**src/rtl/core/qedm_pkg.sv**
```systemverilog
package qedm_pkg;

  localparam int MODE_W      = 4;
  localparam int IDX_W       = 6;
  localparam int CNT_W       = 7;
  localparam int FUNC_W      = 3;
  localparam int CFG_ADDR_W  = 4;
  localparam int MAX_MODES   = 8;
  localparam int QUEUE_DEPTH = 2;

  typedef enum logic [FUNC_W-1:0] {
    FUNC_VERTEX    = 3'd0,
    FUNC_EDGE_INT  = 3'd1,
    FUNC_EDGE_FULL = 3'd2,
    FUNC_BOUNDARY  = 3'd3,
    FUNC_INTERIOR  = 3'd4
  } func_e;

  typedef enum logic [1:0] {
    REG_MODES_FIRST  = 2'd0,
    REG_MODES_SECOND = 2'd1,
    REG_NODAL_FIRST  = 2'd2,
    REG_NODAL_SECOND = 2'd3
  } reg_e;

  typedef enum logic [2:0] {
    KIND_SINGLE,
    KIND_EDGE,
    KIND_SCAN,
    KIND_EMPTY,
    KIND_ERROR
  } kind_e;

  // clamped element geometry
  typedef struct packed {
    logic [MODE_W-1:0] n0;
    logic [MODE_W-1:0] n1;
    logic [MODE_W-1:0] h0;
    logic [MODE_W-1:0] h1;
    logic              nd0;
    logic              nd1;
  } geo_t;

  // one classified request
  typedef struct packed {
    kind_e             kind;
    logic [IDX_W-1:0]  base;
    logic [MODE_W-1:0] len;
    logic [MODE_W-1:0] t_start;
    logic              t_desc;
    logic              modal_full;
    logic              swap;
    logic              col;
    logic              bnd_query;
    logic [CNT_W-1:0]  total;
  } desc_t;

  function automatic logic [MODE_W-1:0] clamp_modes(logic [MODE_W-1:0] m);
    logic [MODE_W-1:0] r;
    r = m;
    if (m < MODE_W'(2)) r = MODE_W'(2);
    else if (m > MODE_W'(MAX_MODES)) r = MODE_W'(MAX_MODES);
    return r;
  endfunction

endpackage

```
**src/rtl/core/qedm_front.sv**
```systemverilog
module qedm_front (
  input  logic                              clk_i,
  input  logic                              rst_ni,
  input  logic                              cfg_valid_i,
  output logic                              cfg_ready_o,
  input  logic [qedm_pkg::CFG_ADDR_W-1:0]   cfg_addr_i,
  input  logic [qedm_pkg::MODE_W-1:0]       cfg_data_i,
  input  logic                              s_axis_tvalid,
  output logic                              s_axis_tready,
  input  logic [7:0]                        s_axis_tdata,  // edge_id[1:0], backwards[2]
  input  logic [qedm_pkg::FUNC_W-1:0]       s_axis_tuser,  // func[2:0]
  input  logic                              full_i,
  output logic                              push_o,
  output qedm_pkg::desc_t                   desc_o,
  output qedm_pkg::geo_t                    geo_o
);
  import qedm_pkg::*;

  logic [MODE_W-1:0] modes_first_q, modes_second_q;
  logic              nodal_first_q, nodal_second_q;

  logic [MODE_W-1:0]   n0, n1, h0, h1, fixed, n_e;
  logic                nd0, nd1, nd_e, rev;
  logic [1:0]          edge_id;
  logic                backwards;
  logic [2*MODE_W-1:0] h1_n0, fixed_n0, area, inner;
  desc_t               d;

  assign cfg_ready_o = 1'b1;

  always_ff @(posedge clk_i or negedge rst_ni) begin
    if (!rst_ni) begin
      modes_first_q  <= MODE_W'(2);
      modes_second_q <= MODE_W'(2);
      nodal_first_q  <= 1'b0;
      nodal_second_q <= 1'b0;
    end else if (cfg_valid_i) begin
      if (cfg_addr_i == CFG_ADDR_W'(REG_MODES_FIRST))  modes_first_q  <= cfg_data_i;
      if (cfg_addr_i == CFG_ADDR_W'(REG_MODES_SECOND)) modes_second_q <= cfg_data_i;
      if (cfg_addr_i == CFG_ADDR_W'(REG_NODAL_FIRST))  nodal_first_q  <= cfg_data_i[0];
      if (cfg_addr_i == CFG_ADDR_W'(REG_NODAL_SECOND)) nodal_second_q <= cfg_data_i[0];
    end
  end

  assign n0  = clamp_modes(modes_first_q);
  assign n1  = clamp_modes(modes_second_q);
  assign nd0 = nodal_first_q;
  assign nd1 = nodal_second_q;
  // far vertex: last node for Lagrange, mode 1 for modal
  assign h0  = nd0 ? n0 - MODE_W'(1) : MODE_W'(1);
  assign h1  = nd1 ? n1 - MODE_W'(1) : MODE_W'(1);

  assign geo_o = '{n0: n0, n1: n1, h0: h0, h1: h1, nd0: nd0, nd1: nd1};

  assign edge_id   = s_axis_tdata[1:0];
  assign backwards = s_axis_tdata[2];

  always_comb begin
    case (edge_id)
      2'd1:    fixed = h0;
      2'd2:    fixed = h1;
      default: fixed = '0;
    endcase
  end

  assign h1_n0    = {{MODE_W{1'b0}}, h1} * {{MODE_W{1'b0}}, n0};
  assign fixed_n0 = {{MODE_W{1'b0}}, fixed} * {{MODE_W{1'b0}}, n0};
  assign area     = {{MODE_W{1'b0}}, n0} * {{MODE_W{1'b0}}, n1};
  assign inner    = {{MODE_W{1'b0}}, n0 - MODE_W'(2)} * {{MODE_W{1'b0}}, n1 - MODE_W'(2)};

  // odd edges run along the second direction; nodal edges 2 and 3 descend unless backwards flips it
  assign n_e  = edge_id[0] ? n1 : n0;
  assign nd_e = edge_id[0] ? nd1 : nd0;
  assign rev  = edge_id[1] ^ backwards;

  always_comb begin
    d      = '0;
    d.kind = KIND_ERROR;
    case (func_e'(s_axis_tuser))
      FUNC_VERTEX: begin
        d.kind = KIND_SINGLE;
        case (edge_id)
          2'd0:    d.base = '0;
          2'd1:    d.base = IDX_W'(h0);
          2'd2:    d.base = h1_n0[IDX_W-1:0] + IDX_W'(h0);
          default: d.base = h1_n0[IDX_W-1:0];
        endcase
      end
      FUNC_EDGE_INT, FUNC_EDGE_FULL: begin
        d.kind = KIND_EDGE;
        d.col  = edge_id[0];
        d.base = edge_id[0] ? IDX_W'(fixed) : fixed_n0[IDX_W-1:0];
        if (s_axis_tuser == FUNC_EDGE_FULL) begin
          d.len = n_e;
          if (nd_e) begin
            d.t_start = rev ? n_e - MODE_W'(1) : '0;
            d.t_desc  = rev;
          end else begin
            d.modal_full = 1'b1;
            d.swap       = rev;
          end
        end else begin
          d.len = n_e - MODE_W'(2);
          if (nd_e) begin
            d.t_start = rev ? n_e - MODE_W'(2) : MODE_W'(1);
            d.t_desc  = rev;
          end else begin
            d.t_start = MODE_W'(2);
          end
          if (d.len == '0) d.kind = KIND_EMPTY;
        end
      end
      FUNC_BOUNDARY, FUNC_INTERIOR: begin
        d.kind      = KIND_SCAN;
        d.bnd_query = (s_axis_tuser == FUNC_BOUNDARY);
        d.total     = d.bnd_query ? CNT_W'(area - inner) : CNT_W'(inner);
        if (d.total == '0) d.kind = KIND_EMPTY;
      end
      default: d.kind = KIND_ERROR;
    endcase
  end

  assign desc_o        = d;
  assign s_axis_tready = !full_i;
  assign push_o        = s_axis_tvalid && !full_i;

endmodule

```
**src/rtl/core/qedm_queue.sv**
```systemverilog
module qedm_queue #(
  parameter int DEPTH = qedm_pkg::QUEUE_DEPTH
) (
  input  logic            clk_i,
  input  logic            rst_ni,
  input  logic            push_i,
  input  qedm_pkg::desc_t desc_i,
  output logic            full_o,
  input  logic            pop_i,
  output logic            valid_o,
  output qedm_pkg::desc_t desc_o
);
  import qedm_pkg::*;

  localparam int PW = (DEPTH > 1) ? $clog2(DEPTH) : 1;
  localparam int CW = $clog2(DEPTH + 1);

  desc_t           mem_q [DEPTH];
  logic [PW-1:0]   wr_ptr_q, rd_ptr_q;
  logic [CW-1:0]   count_q;
  logic            do_push, do_pop;

  assign full_o  = (count_q == CW'(DEPTH));
  assign valid_o = (count_q != '0);
  assign desc_o  = mem_q[rd_ptr_q];
  assign do_push = push_i && !full_o;
  assign do_pop  = pop_i && valid_o;

  always_ff @(posedge clk_i) begin
    if (do_push) mem_q[wr_ptr_q] <= desc_i;
  end

  always_ff @(posedge clk_i or negedge rst_ni) begin
    if (!rst_ni) begin
      wr_ptr_q <= '0;
      rd_ptr_q <= '0;
      count_q  <= '0;
    end else begin
      if (do_push) wr_ptr_q <= (wr_ptr_q == PW'(DEPTH - 1)) ? '0 : wr_ptr_q + PW'(1);
      if (do_pop)  rd_ptr_q <= (rd_ptr_q == PW'(DEPTH - 1)) ? '0 : rd_ptr_q + PW'(1);
      if (do_push && !do_pop)      count_q <= count_q + CW'(1);
      else if (do_pop && !do_push) count_q <= count_q - CW'(1);
    end
  end

endmodule

```
**src/rtl/core/qedm_back.sv**
```systemverilog
module qedm_back (
  input  logic                          clk_i,
  input  logic                          rst_ni,
  input  qedm_pkg::geo_t                geo_i,
  input  logic                          q_valid_i,
  input  qedm_pkg::desc_t               q_desc_i,
  output logic                          pop_o,
  output logic                          m_axis_tvalid,
  input  logic                          m_axis_tready,
  output logic [7:0]                    m_axis_tdata,  // dof_index[5:0]
  output logic                          m_axis_tlast,  // last
  output logic [1:0]                    m_axis_tuser   // empty_res[0], error[1]
);
  import qedm_pkg::*;

  desc_t             cur_q;
  logic              busy_q;
  logic [MODE_W-1:0] k_q, i_q, j_q;
  logic [CNT_W-1:0]  cnt_q;

  logic              out_valid_q, out_last_q, out_empty_q, out_err_q;
  logic [IDX_W-1:0]  out_idx_q;

  logic                adv, step;
  logic [MODE_W-1:0]   t_edge;
  logic [2*MODE_W-1:0] t_prod, j_prod;
  logic [IDX_W-1:0]    edge_idx, scan_idx;
  logic                is_bnd, match;
  logic                emit, last, empty_f, err_f, done;
  logic [IDX_W-1:0]    idx;

  assign adv   = !out_valid_q || m_axis_tready;
  assign step  = busy_q && adv;
  assign pop_o = q_valid_i && !busy_q;

  // modal full edge: two vertex modes (possibly swapped), then interior ascending
  always_comb begin
    if (cur_q.modal_full) begin
      if (k_q == '0)                t_edge = {{(MODE_W-1){1'b0}}, cur_q.swap};
      else if (k_q == MODE_W'(1))   t_edge = {{(MODE_W-1){1'b0}}, !cur_q.swap};
      else                          t_edge = k_q;
    end else begin
      t_edge = cur_q.t_desc ? cur_q.t_start - k_q : cur_q.t_start + k_q;
    end
  end

  assign t_prod   = {{MODE_W{1'b0}}, t_edge} * {{MODE_W{1'b0}}, geo_i.n0};
  assign edge_idx = cur_q.base + (cur_q.col ? t_prod[IDX_W-1:0] : IDX_W'(t_edge));

  assign j_prod   = {{MODE_W{1'b0}}, j_q} * {{MODE_W{1'b0}}, geo_i.n0};
  assign scan_idx = j_prod[IDX_W-1:0] + IDX_W'(i_q);

  always_comb begin
    is_bnd = (j_q == '0) || (j_q == geo_i.h1) || (i_q == '0) || (i_q == geo_i.h0);
    if (!geo_i.nd1 && j_q <= MODE_W'(1)) is_bnd = 1'b1;
    if (!geo_i.nd0 && i_q <= MODE_W'(1)) is_bnd = 1'b1;
  end
  assign match = (is_bnd == cur_q.bnd_query);

  always_comb begin
    emit    = 1'b0;
    last    = 1'b0;
    empty_f = 1'b0;
    err_f   = 1'b0;
    done    = 1'b0;
    idx     = '0;
    case (cur_q.kind)
      KIND_SINGLE: begin
        emit = 1'b1;
        last = 1'b1;
        idx  = cur_q.base;
      end
      KIND_EMPTY: begin
        emit    = 1'b1;
        last    = 1'b1;
        empty_f = 1'b1;
      end
      KIND_ERROR: begin
        emit  = 1'b1;
        last  = 1'b1;
        err_f = 1'b1;
      end
      KIND_EDGE: begin
        emit = 1'b1;
        idx  = edge_idx;
        last = (k_q == cur_q.len - MODE_W'(1));
      end
      KIND_SCAN: begin
        emit = match;
        idx  = scan_idx;
        last = match && (cnt_q == cur_q.total - CNT_W'(1));
      end
      default: last = 1'b1;
    endcase
    done = last;
  end

  always_ff @(posedge clk_i) begin
    if (pop_o) cur_q <= q_desc_i;
  end

  always_ff @(posedge clk_i or negedge rst_ni) begin
    if (!rst_ni) begin
      busy_q <= 1'b0;
      k_q    <= '0;
      i_q    <= '0;
      j_q    <= '0;
      cnt_q  <= '0;
    end else if (pop_o) begin
      busy_q <= 1'b1;
      k_q    <= '0;
      i_q    <= '0;
      j_q    <= '0;
      cnt_q  <= '0;
    end else if (step) begin
      k_q <= k_q + MODE_W'(1);
      if (i_q == geo_i.n0 - MODE_W'(1)) begin
        i_q <= '0;
        j_q <= j_q + MODE_W'(1);
      end else begin
        i_q <= i_q + MODE_W'(1);
      end
      if (emit) cnt_q <= cnt_q + CNT_W'(1);
      if (done) busy_q <= 1'b0;
    end
  end

  always_ff @(posedge clk_i or negedge rst_ni) begin
    if (!rst_ni) begin
      out_valid_q <= 1'b0;
    end else if (adv) begin
      out_valid_q <= step && emit;
    end
  end

  always_ff @(posedge clk_i) begin
    if (adv) begin
      out_idx_q   <= idx;
      out_last_q  <= last;
      out_empty_q <= empty_f;
      out_err_q   <= err_f;
    end
  end

  assign m_axis_tvalid = out_valid_q;
  assign m_axis_tdata  = {{(8-IDX_W){1'b0}}, out_idx_q};
  assign m_axis_tlast  = out_last_q;
  assign m_axis_tuser  = {out_err_q, out_empty_q};

  a_flag_excl: assert property (@(posedge clk_i) disable iff (!rst_ni)
    out_valid_q |-> !(out_err_q && out_empty_q))
    else $error("empty and error flagged together");

  a_flag_last: assert property (@(posedge clk_i) disable iff (!rst_ni)
    out_valid_q && (out_err_q || out_empty_q) |-> out_last_q)
    else $error("flagged result not last of run");

  a_scan_cnt: assert property (@(posedge clk_i) disable iff (!rst_ni)
    busy_q && cur_q.kind == KIND_SCAN |-> cnt_q < cur_q.total)
    else $error("scan emitted more than its count");

  a_edge_cnt: assert property (@(posedge clk_i) disable iff (!rst_ni)
    busy_q && cur_q.kind == KIND_EDGE |-> k_q < cur_q.len)
    else $error("edge counter past run length");

  a_no_pop_busy: assert property (@(posedge clk_i) disable iff (!rst_ni)
    busy_q && step && done |=> !busy_q)
    else $error("run did not finish after last index");

endmodule

```
**src/rtl/core/quad_element_dof_index_map.sv**
```systemverilog
// Path: accepted requests wait in the queue, are popped into the back end's current
// request register and leave via the output register; interior scans first seek an interior cell.
// Throughput: one index per cycle for vertex and edge runs (run length, at most 8) unless the
// output stalls; boundary and interior runs scan the n0*n1 grid (up to 64 positions). A new request
// is popped only after the last run ends. Reset: asynchronous active low; mode counts reset to 2,
// both directions modal, queue and output register empty.
module quad_element_dof_index_map #(
  parameter int QUEUE_DEPTH = qedm_pkg::QUEUE_DEPTH
) (
  input  logic                            clk_i,
  input  logic                            rst_ni,
  input  logic                            cfg_valid_i,
  output logic                            cfg_ready_o,
  input  logic [qedm_pkg::CFG_ADDR_W-1:0] cfg_addr_i,
  input  logic [qedm_pkg::MODE_W-1:0]     cfg_data_i,
  input  logic                            s_axis_tvalid,
  output logic                            s_axis_tready,
  input  logic [7:0]                      s_axis_tdata,  // edge_id[1:0], backwards[2]
  input  logic [qedm_pkg::FUNC_W-1:0]     s_axis_tuser,  // func[2:0]
  output logic                            m_axis_tvalid,
  input  logic                            m_axis_tready,
  output logic [7:0]                      m_axis_tdata,  // dof_index[5:0]
  output logic                            m_axis_tlast,  // last
  output logic [1:0]                      m_axis_tuser   // empty_res[0], error[1]
);
  import qedm_pkg::*;

  desc_t push_desc, q_desc;
  geo_t  geo;
  logic  push, full, q_valid, pop;

  qedm_front u_front (
    .clk_i         (clk_i),
    .rst_ni        (rst_ni),
    .cfg_valid_i   (cfg_valid_i),
    .cfg_ready_o   (cfg_ready_o),
    .cfg_addr_i    (cfg_addr_i),
    .cfg_data_i    (cfg_data_i),
    .s_axis_tvalid (s_axis_tvalid),
    .s_axis_tready (s_axis_tready),
    .s_axis_tdata  (s_axis_tdata),
    .s_axis_tuser  (s_axis_tuser),
    .full_i        (full),
    .push_o        (push),
    .desc_o        (push_desc),
    .geo_o         (geo)
  );

  qedm_queue #(
    .DEPTH (QUEUE_DEPTH)
  ) u_queue (
    .clk_i   (clk_i),
    .rst_ni  (rst_ni),
    .push_i  (push),
    .desc_i  (push_desc),
    .full_o  (full),
    .pop_i   (pop),
    .valid_o (q_valid),
    .desc_o  (q_desc)
  );

  qedm_back u_back (
    .clk_i         (clk_i),
    .rst_ni        (rst_ni),
    .geo_i         (geo),
    .q_valid_i     (q_valid),
    .q_desc_i      (q_desc),
    .pop_o         (pop),
    .m_axis_tvalid (m_axis_tvalid),
    .m_axis_tready (m_axis_tready),
    .m_axis_tdata  (m_axis_tdata),
    .m_axis_tlast  (m_axis_tlast),
    .m_axis_tuser  (m_axis_tuser)
  );

endmodule
```
**config.mk**
```make
export PLATFORM = sky130hd
export DESIGN_NAME = quad_element_dof_index_map
export DESIGN_NICKNAME = d
export VERILOG_FILES = /design/src/rtl/core/qedm_pkg.sv /design/src/rtl/core/qedm_front.sv /design/src/rtl/core/qedm_queue.sv /design/src/rtl/core/qedm_back.sv /design/src/rtl/core/quad_element_dof_index_map.sv
export SDC_FILE = /design/constraint.sdc
export NUM_CORES = 1
export LEC_CHECK = 0
export BUFFER_PORTS_ARGS = -buffer_cell sky130_fd_sc_hd__buf_2
export CAP_MARGIN = 30
export CORE_MARGIN = 2
export CORE_UTILIZATION = 58
export CTS_CLUSTER_SIZE = 25
export DETAILED_ROUTE_END_ITERATION = 10
export PLACE_DENSITY_LB_ADDON = 0.2
export SLEW_MARGIN = 20
export SYNTH_ARGS = -nofsm -noshare
export SYNTH_HDL_FRONTEND = slang
export SYNTH_HIERARCHICAL = 1
export SYNTH_SLANG_ARGS = --single-unit
export TNS_END_PERCENT = 1
```
**constraint.sdc**
```tcl
create_clock -name clk_i -period 7.8 [get_ports clk_i]
set_input_delay 1.17 -clock clk_i [delete_from_list [all_inputs] [get_ports clk_i]]
set_output_delay 1.17 -clock clk_i [all_outputs]
set_load 0.02 [all_outputs]
```
### Yosys cells after proc, flatten, opt, wreduce, memory -nomap -nowiden

Memory sizes are Yosys's and may differ from the RTL's. A register that Yosys moved wholly into a read port is not among the register bits.
Index checks and enable logic that the tools add are counted.

* flip-flop bits (word level): 44
* memory bits (writable): 58
* input port bits: 24
* memories kept: 1

* $add $sub $neg: 22
* multiply operators: 6
* $lt $le $gt $ge: 6
* equal/unequal tests: 21
* muxes and demuxes: 59
* bitwise logic cells: 1
* reductions and logical operators: 48

Memories
* u_queue.mem_q: depth 2, width 29, read ports 1, clocked after memory_dff 1, wr ports 1, line qedm_queue.sv:18 `desc_t mem_q [DEPTH];`

Operator list (number)
* $mux W4: 22
* $pmux W6 S3: 2
* $mux W7: 4
* $mul A4 B4 Y6: 4
* $logic_not A4 Y1: 5
* $eq A4 B4 Y1: 4
* $sub A4 B1 Y4 const B: 4
* $mul A4 B4 Y7: 2
* $mux W1: 14
* $reduce_and A2 Y1: 7
* $add A4 B1 Y4 const B: 3
* $add A6 B4 Y6: 2
* $eq A3 B2 Y1 const B: 4
* $mux W12: 1
* $mux W2: 6
* $mux W6: 2
* $pmux W6 S2: 1
* $reduce_bool A2 Y1: 6
* $sub A4 B2 Y4 const B: 3
* $logic_and A1 B1 Y1: 11
* $mux W9: 1
* $pmux W3 S3: 1
* $eq A4 B1 Y1 const B: 2
* $eq A4 B2 Y1 const B: 2
* other kinds (30): 50

### Depth between registers and ports, before layout

* word-level depth: 17
* depth in mapped cells: 24

### Hierarchy

Netlist, hierarchy kept.

By module, submodules not included
* qedm_back: instances 1, cells each 438, area an instance 4388.0 µm², sequential area each 1666.6 µm²
* qedm_front: instances 1, cells each 415, area an instance 3280.6 µm², sequential area each 252.7 µm²
* qedm_queue: instances 1, cells each 109, area an instance 2309.7 µm², sequential area each 1841.8 µm²

### Worst setup path before layout

No wires, ideal clock.

* path type: register -> register
* start point: reg u_front.modes_second_q[1]
* end point: mem u_queue/mem_q[0][26] (netlist name), data pin
* library setup time: 0.258 ns
* data arrival time: 6.177 ns
* required time: 7.542 ns
* setup slack: 1.365 ns
* cell stages (with the launch flop): 24
* cells stage by stage: dfstp_2 -> inv_1 -> a21oi_1 -> inv_1 -> ha_1 -> xor2_1 -> nand2_1 -> fa_1 -> inv_1 -> fa_1 -> inv_1 -> fa_1 -> inv_1 -> fa_1 -> fa_1 -> fa_1 -> inv_1 -> ha_1 -> o21ai_0 -> o21a_1 -> nor3_1 -> o21ai_1 -> xor2_1 -> a31o_2

RTL lines
* start: declaration: line qedm_front.sv:19 `logic [MODE_W-1:0] modes_first_q, modes_second_q;`
* start signal: assignment: line qedm_front.sv:39 `if (cfg_addr_i == CFG_ADDR_W'(REG_MODES_SECOND)) modes_second_q <= cfg_data_i;`
* end: declaration: line qedm_queue.sv:18

==> reports/results.ini <==
[status]
status = completed

[sta]
setup_ws_ns = 0.815
setup_viol_count_final = 0
final.period_utilization_pct = 89.6
rsz0062_at_grt = no
final.setup.tns_ns = 0
drv_slew = 0
worst_slew_pin_slew_ns = 0.748
max_freq_mhz = 143
period_minus_slack_ns = 6.98
maxSlewHeadroom_pct = 49.5
final-hold-violation-count = 0
fin_worst_skew_ns = 0.0109
fin_hold_ws_ns = 0.502

[hold_path]
holdCritStartpoint = u_queue/count_q[1]
hold-path-endpoint = u_queue/count_q[1]
hold_depth = 1
hold_class = register to register

[worst_setup_path]
critPathMaxFanout = 11
crit_path_start_kind = register
r2r_slack_ns = 0.82
crit_path_end_kind = register
rr_worst_depth = 22
r2r-start = u_front/modes_second_q[3]
crit_type = register to register
crit_arrival_ns = 7.15
r2r_end = u_queue/mem_q[1][26]
worstPathRequired_ns = 7.97

[finish]
final_nets = 1131
drive_gt1_share_pct = 14.6
area_growth_pct = 8.72
seq_area_um2 = 3760
stdcell_count = 1214
fill_cells = 1366
layout_common_cells = inv_1, edfxtp_1, ha_1
final_common_cell = inv_1
multi_input_comb_area_um2 = 5600
n_antenna_cell = 0

[global_routing]
antenna_found_initial = 0
grt_first_pass_wirelength_um = 33500
grt_overflow_total = 0
grt.total_usage_pct = 23.4
grt_max_degree = 46
grt_pass1_vias = 6820

[placed_design]
port_buffers = 29
placed_cells = 1181
dp_slack_ns = 0.832
gp_congestion = 0.897
place_hpwl_um = 14600

[clock_network]
cts-root-buf = clkbuf_16
cts_hold_buffers = 0
numCtsBuffers = 17
clkTransAtPathRegs_ns = 0.06
clock-sinks = 131
cts_max_path_buffers = 2
cts_resized = 0
clk_latency_ns = 0.41
cts_tree = built
htree_levels = 4
post_cts_buffers = 0

[floorplan]
die_area_um2 = 18300
die_h_um = 135
rows = 47
initial_utilization_pct = 59.7
core_um2 = 16700
ios = 38
die_x_um = 135

[routing]
num_vias = 6664
vias_per_cell = 5.49
postRouteAntennaNets = 0
dr.pass1.iters = 5
wl_per_cell_um = 16.2
drt_iter0_drc = 440
drt_wl_total_um = 19600
drc = 0

[logic_synthesis]
synthCells = 961
avgSynthCellArea_um2 = 10.4
yosys_warnings = 6
syn_area_um2 = 9970

[power]
vdd_drop_max_v = 0.000524
p_leak_uw = 0.00472
power_density_nw_per_um2 = 419

[flow_run]
maxCapViolations = 0

[worst max-delay path, cell delays in order (launching register included)]
cell and delay (ns):
dfrtp_1 0.53, a21oi_1 0.54, inv_1 0.22, ha_1 0.29, xor2_1 0.18, nand2_1 0.12
fa_1 0.55, inv_1 0.06, fa_1 0.56, inv_1 0.07, fa_1 0.59, inv_1 0.09
fa_1 0.51, fa_1 0.52, fa_1 0.54, inv_1 0.04, ha_1 0.34, o21ai_0 0.12
o21a_1 0.20, nor3_1 0.17, o21ai_1 0.10, xor2_1 0.19, a31o_2 0.23
[metrics by stage]
step	utilization, %	total power, uW	instance area, um2
6_report	64.9	4540	10800
5_1_grt	64.9	4960	10800
4_1_cts	64.8	4570	10800
3_5_place_dp	61.3	3760	10200
3_3_place_gp	61.3	3690	10200
2_1_floorplan	-	3240	9980
[how the worst max path moves through the flow]
stage	end	cells after the start	start
floorplan	u_queue/mem_q[0][26]	23	u_front/modes_second_q[1]
global placement	u_queue/mem_q[0][26]	23	u_front/modes_second_q[1]
detailed placement	u_queue/mem_q[1][26]	23	u_front/modes_second_q[1]
CTS	u_queue/mem_q[1][26]	23	u_front/modes_second_q[1]
global route	u_queue/mem_q[1][26]	23	u_front/modes_second_q[1]
finish	u_queue/mem_q[1][26]	22	u_front/modes_second_q[3]
[sequential cells by signal (all words and copies together), names as in the netlist]
| register | cells |
|---|---|
| u_back/m_axis_tlast | 1 |
| u_queue/mem_q | 58 |
| u_back/m_axis_tvalid | 1 |
| u_back/out_idx_q | 6 |
| u_back/busy_q | 1 |
| u_front/nd1 | 1 |
| u_front/nd0 | 1 |
| u_front/modes_first_q | 4 |
| u_front/modes_second_q | 4 |
| u_back/cnt_q | 7 |
| u_back/k_q | 4 |
| u_queue/count_q | 2 |
| u_back/i_q | 4 |
| u_back/out_empty_q | 1 |
| u_queue/rd_ptr_q | 1 |
| u_back/cur_q | 29 |
| u_back/j_q | 4 |
| u_queue/wr_ptr_q | 1 |
| u_back/out_err_q | 1 |
[power by group]
group	internal [uW]	switching, uW	total, uW
Combinational	1110	1400	2510
Clock	455	331	786
Sequential	1050	195	1250
[routing by layer]
layer  vias to the layer above  wire [um]  GRT usage, %
met5                         -          0             0
met4                         0        232          5.67
met3                        19        552          3.63
met2                       118       9610          40.0
met1                      3215       9240          31.6
li1                       3312          -             -
[layout make-up]
type | count | area share [%]
Multi-Input combinational cell | 691 | 51.7
Sequential cell | 131 | 34.7
Clock buffer | 17 | 3.92
Inverter | 101 | 3.54
Tap cell | 220 | 2.54
Timing Repair Buffer | 39 | 2.15
Clock inverter | 15 | 1.51
No activity file was read; power rests on OpenSTA's default activity.
